**src/tetm_pkg.sv**
```systemverilog
`timescale 1ns / 1ps

package tetm_pkg;

	localparam int TASK_W  = 8;
	localparam int STAMP_W = 32;
	localparam int US_W    = 32;
	localparam int CLK_W   = 30;
	localparam int SCALE_W = 20;
	localparam int PROD_W  = STAMP_W + SCALE_W;

	localparam logic [SCALE_W-1:0] US_PER_SEC     = SCALE_W'(1000000);
	localparam logic [CLK_W-1:0]   CLOCK_HZ_RESET = CLK_W'(168000000);

	typedef enum logic [1:0] {
		FUNC_START = 2'd0,
		FUNC_STOP  = 2'd1,
		FUNC_READ  = 2'd2
	} func_t;

	typedef enum logic [2:0] {
		ST_IDLE,
		ST_LOOKUP,
		ST_MULT,
		ST_DIV_GO,
		ST_DIV_WAIT,
		ST_DELIVER
	} state_t;

	typedef struct packed {
		logic [STAMP_W-1:0] start;
		logic [US_W-1:0]    latest;
		logic [US_W-1:0]    peak;
	} row_t;

	typedef struct packed {
		logic              go;
		logic [PROD_W-1:0] dividend;
	} div_req_t;

	typedef struct packed {
		logic            done;
		logic [US_W-1:0] quotient;
	} div_rsp_t;

endpackage

```
**src/tetm_div.sv**
```systemverilog
`timescale 1ns / 1ps

module tetm_div import tetm_pkg::*; (
	input  logic             clk,
	input  logic             arst_n,
	input  div_req_t         req,
	input  logic [CLK_W-1:0] divisor,
	output div_rsp_t         rsp
);

	localparam int CNT_W = $clog2(US_W);

	logic              busy_q;
	logic              done_q;
	logic [CNT_W-1:0]  cnt_q;
	logic [CLK_W-1:0]  rem_q;
	logic [US_W-1:0]   quo_q;

	logic [CLK_W:0]    trial;
	logic              ge;
	logic [CLK_W:0]    diff;
	logic              sat;

	// quotient overflows 32 bits exactly when the upper dividend part reaches the divisor
	assign sat   = {{(CLK_W-(PROD_W-US_W)){1'b0}}, req.dividend[PROD_W-1:US_W]} >= divisor;
	assign trial = {rem_q, quo_q[US_W-1]};
	assign ge    = trial >= {1'b0, divisor};
	assign diff  = trial - {1'b0, divisor};

	always_ff @(posedge clk or negedge arst_n) begin
		if (!arst_n) begin
			busy_q <= 1'b0;
			done_q <= 1'b0;
			cnt_q  <= '0;
		end else begin
			done_q <= 1'b0;
			if (req.go) begin
				busy_q <= !sat;
				done_q <= sat;
				cnt_q  <= '0;
			end else if (busy_q) begin
				cnt_q <= cnt_q + CNT_W'(1);
				if (cnt_q == CNT_W'(US_W - 1)) begin
					busy_q <= 1'b0;
					done_q <= 1'b1;
				end
			end
		end
	end

	// one restoring step per cycle, quotient bits shift in as dividend bits shift out
	always_ff @(posedge clk) begin
		if (req.go) begin
			rem_q <= {{(CLK_W-(PROD_W-US_W)){1'b0}}, req.dividend[PROD_W-1:US_W]};
			quo_q <= sat ? '1 : req.dividend[US_W-1:0];
		end else if (busy_q) begin
			rem_q <= ge ? diff[CLK_W-1:0] : trial[CLK_W-1:0];
			quo_q <= {quo_q[US_W-2:0], ge};
		end
	end

	assign rsp.done     = done_q;
	assign rsp.quotient = quo_q;

endmodule

```
**src/task_execution_time_monitor.sv**
```systemverilog
`timescale 1ns / 1ps
// per-task run time monitor
// item channel: item_valid/item_stall with func, task_id, cycle_stamp; one word at a time,
//   item_stall stays high from the accepting edge until the result is handed to the
//   output register
// result channel: result_valid/result_stall with task_number, latest_us, peak_us, ignored;
//   exactly one result word per item, held in an output register so a new item is taken
//   while a result still waits
// flow: start, read and out-of-range items go from lookup straight to delivery;
//   stop items pass table read, subtract, multiply and a 32-step divider that skips
//   its steps when the time saturates
// a new item is taken only after the last one reaches the output register; stops also wait on
//   the serial divider that converts cycles to microseconds one quotient bit per cycle
// clock_hz_we/clock_hz_wdata write the clock frequency; write it only while idle
// reset: clock_hz returns to 168 MHz and every task row reads as zero through per-row
//   valid flags, no clearing pass is needed
// a stalled result word holds; the block finishes the current item and then waits
//   in its delivery state until the output register frees up
module task_execution_time_monitor import tetm_pkg::*; #(
	parameter int TASK_COUNT = 16
) (
	input  logic               clk,
	input  logic               arst_n,
	input  logic               clock_hz_we,
	input  logic [CLK_W-1:0]   clock_hz_wdata,
	input  logic               item_valid,
	output logic               item_stall,
	input  logic [1:0]         func,
	input  logic [TASK_W-1:0]  task_id,
	input  logic [STAMP_W-1:0] cycle_stamp,
	output logic               result_valid,
	input  logic               result_stall,
	output logic [TASK_W-1:0]  task_number,
	output logic [US_W-1:0]    latest_us,
	output logic [US_W-1:0]    peak_us,
	output logic               ignored
);

	localparam int IDX_W = (TASK_COUNT > 1) ? $clog2(TASK_COUNT) : 1;
	localparam int LIM_W = TASK_W + 1;
	localparam logic [LIM_W-1:0] TASK_LIMIT = LIM_W'(TASK_COUNT);

	state_t state_q, state_d;

	logic [CLK_W-1:0]   clock_hz_q;
	logic               item_acc;
	logic               in_range;
	logic [IDX_W-1:0]   rd_idx;
	logic [IDX_W-1:0]   wr_idx;

	func_t              func_q;
	logic [TASK_W-1:0]  task_q;
	logic [STAMP_W-1:0] stamp_q;
	logic               ign_q;

	row_t               mem [TASK_COUNT];
	logic [TASK_COUNT-1:0] row_vld_q;
	row_t               rd_row_q;
	logic               rd_hit_q;
	row_t               lookup_row;
	row_t               row_q;

	logic [STAMP_W-1:0] elapsed_q;
	logic [PROD_W-1:0]  prod_q;

	logic               wr_en;
	row_t               wr_row;
	logic               res_ld;
	logic [US_W-1:0]    res_latest_d;
	logic [US_W-1:0]    res_peak_d;
	logic               res_ign_d;
	logic [US_W-1:0]    res_latest_q;
	logic [US_W-1:0]    res_peak_q;
	logic               res_ign_q;
	logic               out_ld;
	logic [US_W-1:0]    new_peak;

	div_req_t           div_req;
	div_rsp_t           div_rsp;

	assign item_stall = (state_q != ST_IDLE);
	assign item_acc   = item_valid && !item_stall;
	assign in_range   = {1'b0, task_id} < TASK_LIMIT;
	assign rd_idx     = task_id[IDX_W-1:0];
	assign wr_idx     = task_q[IDX_W-1:0];
	assign lookup_row = rd_hit_q ? rd_row_q : '0;
	assign new_peak   = (div_rsp.quotient > row_q.peak) ? div_rsp.quotient : row_q.peak;

	always_ff @(posedge clk or negedge arst_n) begin
		if (!arst_n) begin
			clock_hz_q <= CLOCK_HZ_RESET;
		end else if (clock_hz_we) begin
			clock_hz_q <= clock_hz_wdata;
		end
	end

	always_ff @(posedge clk or negedge arst_n) begin
		if (!arst_n) begin
			state_q <= ST_IDLE;
		end else begin
			state_q <= state_d;
		end
	end

	always_comb begin
		state_d      = state_q;
		wr_en        = 1'b0;
		wr_row       = lookup_row;
		res_ld       = 1'b0;
		res_latest_d = lookup_row.latest;
		res_peak_d   = lookup_row.peak;
		res_ign_d    = 1'b0;
		div_req.go       = 1'b0;
		div_req.dividend = prod_q;
		out_ld       = 1'b0;
		unique case (state_q)
			ST_IDLE: begin
				if (item_acc) state_d = ST_LOOKUP;
			end
			ST_LOOKUP: begin
				if (ign_q) begin
					res_ld       = 1'b1;
					res_latest_d = '0;
					res_peak_d   = '0;
					res_ign_d    = 1'b1;
					state_d      = ST_DELIVER;
				end else begin
					case (func_q)
						FUNC_START: begin
							wr_en        = 1'b1;
							wr_row.start = stamp_q;
							res_ld       = 1'b1;
							state_d      = ST_DELIVER;
						end
						FUNC_STOP: begin
							state_d = ST_MULT;
						end
						default: begin
							// read, and the unused code behaves the same
							res_ld  = 1'b1;
							state_d = ST_DELIVER;
						end
					endcase
				end
			end
			ST_MULT: begin
				state_d = ST_DIV_GO;
			end
			ST_DIV_GO: begin
				div_req.go = 1'b1;
				state_d    = ST_DIV_WAIT;
			end
			ST_DIV_WAIT: begin
				if (div_rsp.done) begin
					wr_en         = 1'b1;
					wr_row.start  = row_q.start;
					wr_row.latest = div_rsp.quotient;
					wr_row.peak   = new_peak;
					res_ld        = 1'b1;
					res_latest_d  = div_rsp.quotient;
					res_peak_d    = new_peak;
					state_d       = ST_DELIVER;
				end
			end
			ST_DELIVER: begin
				if (!result_valid || !result_stall) begin
					out_ld  = 1'b1;
					state_d = ST_IDLE;
				end
			end
			default: state_d = ST_IDLE;
		endcase
	end

	// task table, one row per task, registered read
	always_ff @(posedge clk) begin
		if (wr_en) mem[wr_idx] <= wr_row;
		if (item_acc && in_range) rd_row_q <= mem[rd_idx];
	end

	// rows never written read as zero
	always_ff @(posedge clk or negedge arst_n) begin
		if (!arst_n) begin
			row_vld_q <= '0;
			rd_hit_q  <= 1'b0;
		end else begin
			if (wr_en) row_vld_q[wr_idx] <= 1'b1;
			if (item_acc) rd_hit_q <= in_range && row_vld_q[rd_idx];
		end
	end

	always_ff @(posedge clk) begin
		if (item_acc) begin
			func_q  <= func_t'(func);
			task_q  <= task_id;
			stamp_q <= cycle_stamp;
			ign_q   <= !in_range;
		end
		if (state_q == ST_LOOKUP) begin
			row_q     <= lookup_row;
			elapsed_q <= stamp_q - lookup_row.start;
		end
		if (state_q == ST_MULT) begin
			prod_q <= PROD_W'(elapsed_q) * PROD_W'(US_PER_SEC);
		end
		if (res_ld) begin
			res_latest_q <= res_latest_d;
			res_peak_q   <= res_peak_d;
			res_ign_q    <= res_ign_d;
		end
	end

	tetm_div u_div (
		.clk     (clk),
		.arst_n  (arst_n),
		.req     (div_req),
		.divisor (clock_hz_q),
		.rsp     (div_rsp)
	);

	// output register
	always_ff @(posedge clk or negedge arst_n) begin
		if (!arst_n) begin
			result_valid <= 1'b0;
		end else if (out_ld) begin
			result_valid <= 1'b1;
		end else if (!result_stall) begin
			result_valid <= 1'b0;
		end
	end

	always_ff @(posedge clk) begin
		if (out_ld) begin
			task_number <= task_q;
			latest_us   <= res_latest_q;
			peak_us     <= res_peak_q;
			ignored     <= res_ign_q;
		end
	end

endmodule

```
**config.mk**
```make
export PLATFORM = sky130hd
export DESIGN_NAME = task_execution_time_monitor
export DESIGN_NICKNAME = d
export VERILOG_FILES = /design/src/tetm_pkg.sv /design/src/tetm_div.sv /design/src/task_execution_time_monitor.sv
export SDC_FILE = /design/constraint.sdc
export NUM_CORES = 2
export LEC_CHECK = 0
export BUFFER_PORTS_ARGS = -buffer_cell sky130_fd_sc_hd__buf_4
export CAP_MARGIN = 10
export CORE_MARGIN = 4
export CORE_UTILIZATION = 55
export CTS_CLUSTER_DIAMETER = 100
export CTS_CLUSTER_SIZE = 8
export DETAILED_ROUTE_END_ITERATION = 10
export MAX_ROUTING_LAYER = met4
export PLACE_DENSITY = 0.76
export SLEW_MARGIN = 10
export SYNTH_ARGS = -nofsm -noshare
export SYNTH_HDL_FRONTEND = slang
export SYNTH_SLANG_ARGS = --single-unit
export TNS_END_PERCENT = 100
```
**constraint.sdc**
```tcl
create_clock -name clk -period 16.6 [get_ports clk]
set_input_delay 2.49 -clock clk [delete_from_list [all_inputs] [get_ports clk]]
set_output_delay 2.49 -clock clk [all_outputs]
set_load 0.02 [all_outputs]
```
==> run_results.csv <==
group,metric,value,unit
setup_path,cp_slowest_cell,"buf_4",
setup_path,criticalPathCategory,"primary input to flip-flop",
sta,post-route-min-period,6.26,ns
floorplanning,io_pins,152,
detailed_routing,num_vias,48200,
clocking,path_clk_slew,0.05,ns
sta,max_freq,0.160,GHz
setup_path,cp_slowest_stage_delay,0.94,ns
detailed_routing,drcViolationCount,0,
global_routing,grt_pass1_vias,49900,
sta,finalCritPeriodShare,37.7,%
floorplanning,initial_core_util,55.4,%
setup_path,path_common_cell,"buf_4",
synthesis,synthCells,4913,
clocking,cts_resized,0,
setup_path,startpoint_type,"primary input",
global_routing,antenna_found_initial,13,
sta,worst_pin_slew,1.24,ns
synthesis,synth_area_leaders,"edfxtp_1 (68%), mux4_2 (12%), ha_1 (3.8%)",
detailed_routing,drt.antenna.violating_nets,0,
synthesis,postSynthRegisterBits,2075,
global_routing,grt-ovfl-total,0,
setup_path,cp_data_required_time,17.19,ns
detailed_routing,first_pass_iters,7,
floorplanning,die_w,410,µm
final_layout,nNetsFinal,5824,
clocking,ctsHoldBuffers,0,
synthesis,avgSynthCellArea,18.1,µm²
setup_path,crit_chain,"buf_8 > buf_4 > buf_4 > buf_4 > mux4_2 > mux4_2",
clocking,cts_setup_buffers,0,
floorplanning,fp.dieH,410,µm
final_layout,drive_gt1_share,22.9,%
place,dp_hpwl,119000,µm
clocking,htree_levels,5,
synthesis,ys_seq_area_share,69.5,%
floorplanning,rows,147,
floorplanning,die-area,0.168,mm²
setup_path,path_max_fanout,100,
place,gp_congestion,0.866,
run_status,status,"finished, final reports clean",
detailed_routing,drt_iter0_drc,6882,
synthesis,synth_top_area_share,67.7,%
detailed_routing,drt_wl_total,223000,µm
detailed_routing,viasPerCell,6.37,
synthesis,async_flop_share,2.80,%
synthesis,yosys-top-cells-count,"edfxtp_1 (2007), mux4_2 (485), inv_1 (372)",
clocking,cts-root-buf,"clkbuf_16",
place,dp.cells,7186,
run,drv_cap,0,
detailed_routing,wl_per_cell,29.5,µm
sta,setup_viol,0,
synthesis,yosys.cell_types.count,77,
synthesis,synth_most_common_cell,"edfxtp_1",
final_layout,num-fill-cells,10600,
final_layout,layout.cells.non_filler,7571,
place,port_buffers,151,
clocking,clock_path_buffers,4,
global_routing,grt_max_degree,161,
synthesis,syn_nets,5395,
synthesis,yosysTopAreaCell,"edfxtp_1",
final_layout,syn_to_final_growth,14.3,%
synthesis,syn_area,0.0890,mm²
sta,slew_headroom,16.7,%
hold_path,hp-class,"flip-flop to flip-flop",
clocking,clk_latency,0.92,ns
floorplanning,core_area,0.161,mm²
clocking,cts_tree,"done",
sta,slew_violations,0,
synthesis,synth_flop_cell,"edfxtp_1",
sta,hold_viol,0,
setup_path,worstPathArrival,6.86,ns
synthesis,yosys_warnings,0,
sta,rsz0062_at_grt,"false",
sta,setup_tns,0,ns
global_routing,grt_pass1_wl,331000,µm
sta,fin_skew,0.0759,ns
final_layout,utilization,63.3,%
clocking,cts_num_sinks,2075,
global_routing,track_usage,27.7,%
setup_path,critPathCaptureType,"flip-flop",
clocking,cts_buffers,310,
synthesis,synth-edff-count,2007,
[flip-flops by register name, summed over array words and instances (netlist names), 2 cells and up]
register and cells:
stamp_q 32, rd_row_q 96, u_div.quo_q 32, func_q 2, state_q 3, row_vld_q 16
elapsed_q 32, row_q 64, res_peak_q 32, prod_q 46, u_div.rem_q 30, latest_us 32
task_q 8, peak_us 32, mem 1536, u_div.cnt_q 5, res_latest_q 32, task_number 8
clock_hz_q 30
[layout make-up]
class	count	area [µm²]	share of cell area, %
flip-flops and latches	2075	61900	60.9
multi-input cells	2270	25100	24.7
clock buffers	357	8060	7.92
well taps	2160	2700	2.66
repair buffers	313	2440	2.40
inverters	372	1400	1.37
clock inverters	9	101	0.0996
diodes	15	37.5	0.0369
[layer usage]
metal | GRT usage [%] | up-vias | share of wire, %
li1 | - | 20000 | -
met1 | 36.1 | 24800 | 36
met2 | 43.4 | 2958 | 49
met3 | 6.83 | 506 | 11
met4 | 9.05 | 0 | 3.3
met5 | - | - | 0
[worst max-delay path, delay by kind of cell]
family   cells  cell delay [ns]
buf+inv      4             3.07
mux          2             0.93
[metrics by stage]
step | setup WS (ns) | instance area (µm²) | hold WS (ns)
floorplan | 7.76 | 89000 | 0.400
global placement | 9.72 | 93500 | 0.401
global route | 10.14 | 102000 | 0.416
CTS | 10.49 | 102000 | 0.408
detailed placement | 9.66 | 93500 | 0.405
finish | 10.34 | 102000 | 0.410
[cells in the final DEF, fill, tap and decap left out, types with 58 or more instances in the layout]
cell / instances
nor2_1: 126
mux4_2: 485
buf_4: 301
fa_1: 137
o21ai_0: 246
nand2_1: 274
inv_1: 371
clkbuf_16: 316
xnor2_1: 65
edfxtp_1: 2007
a21oi_1: 145
ha_1: 268
a21o_1: 58
[final timing paths]
path | start | endpoint | slack (ns) | depth (start not counted)
setup / recovery | task_id[1] | rd_row_q[82]$_DFFE_PP_ | 10.34 | 6
hold / removal | task_q[4]$_DFFE_PP_ | task_number[4]$_DFFE_PP_ | 0.41 | 0
setup reg to reg | elapsed_q[9]$_DFFE_PP_ | prod_q[50]$_DFFE_PP_ | 10.51 | 20
hold reg to reg | task_q[4]$_DFFE_PP_ | task_number[4]$_DFFE_PP_ | 0.41 | 0
max in group asynchronous | arst_n | rd_hit_q$_DFFE_PN0P_ | 14.30 | 1
min in group asynchronous | arst_n | clock_hz_q[21]$_DFFE_PN0P_ | 1.67 | 1
[kinds of logic after synthesis]
family          share of synthesized area (%)
buf+inv                                  2.48
mux                                      12.8
xor+xnor                                0.934
flops                                    69.5
fa+ha+maj                                6.85
compound gates                           4.43
simple gates                             2.94
Power is left out: the tool's default activity adds up to more than one toggle a clock period on the data nets, which glitch-free logic cannot reach.
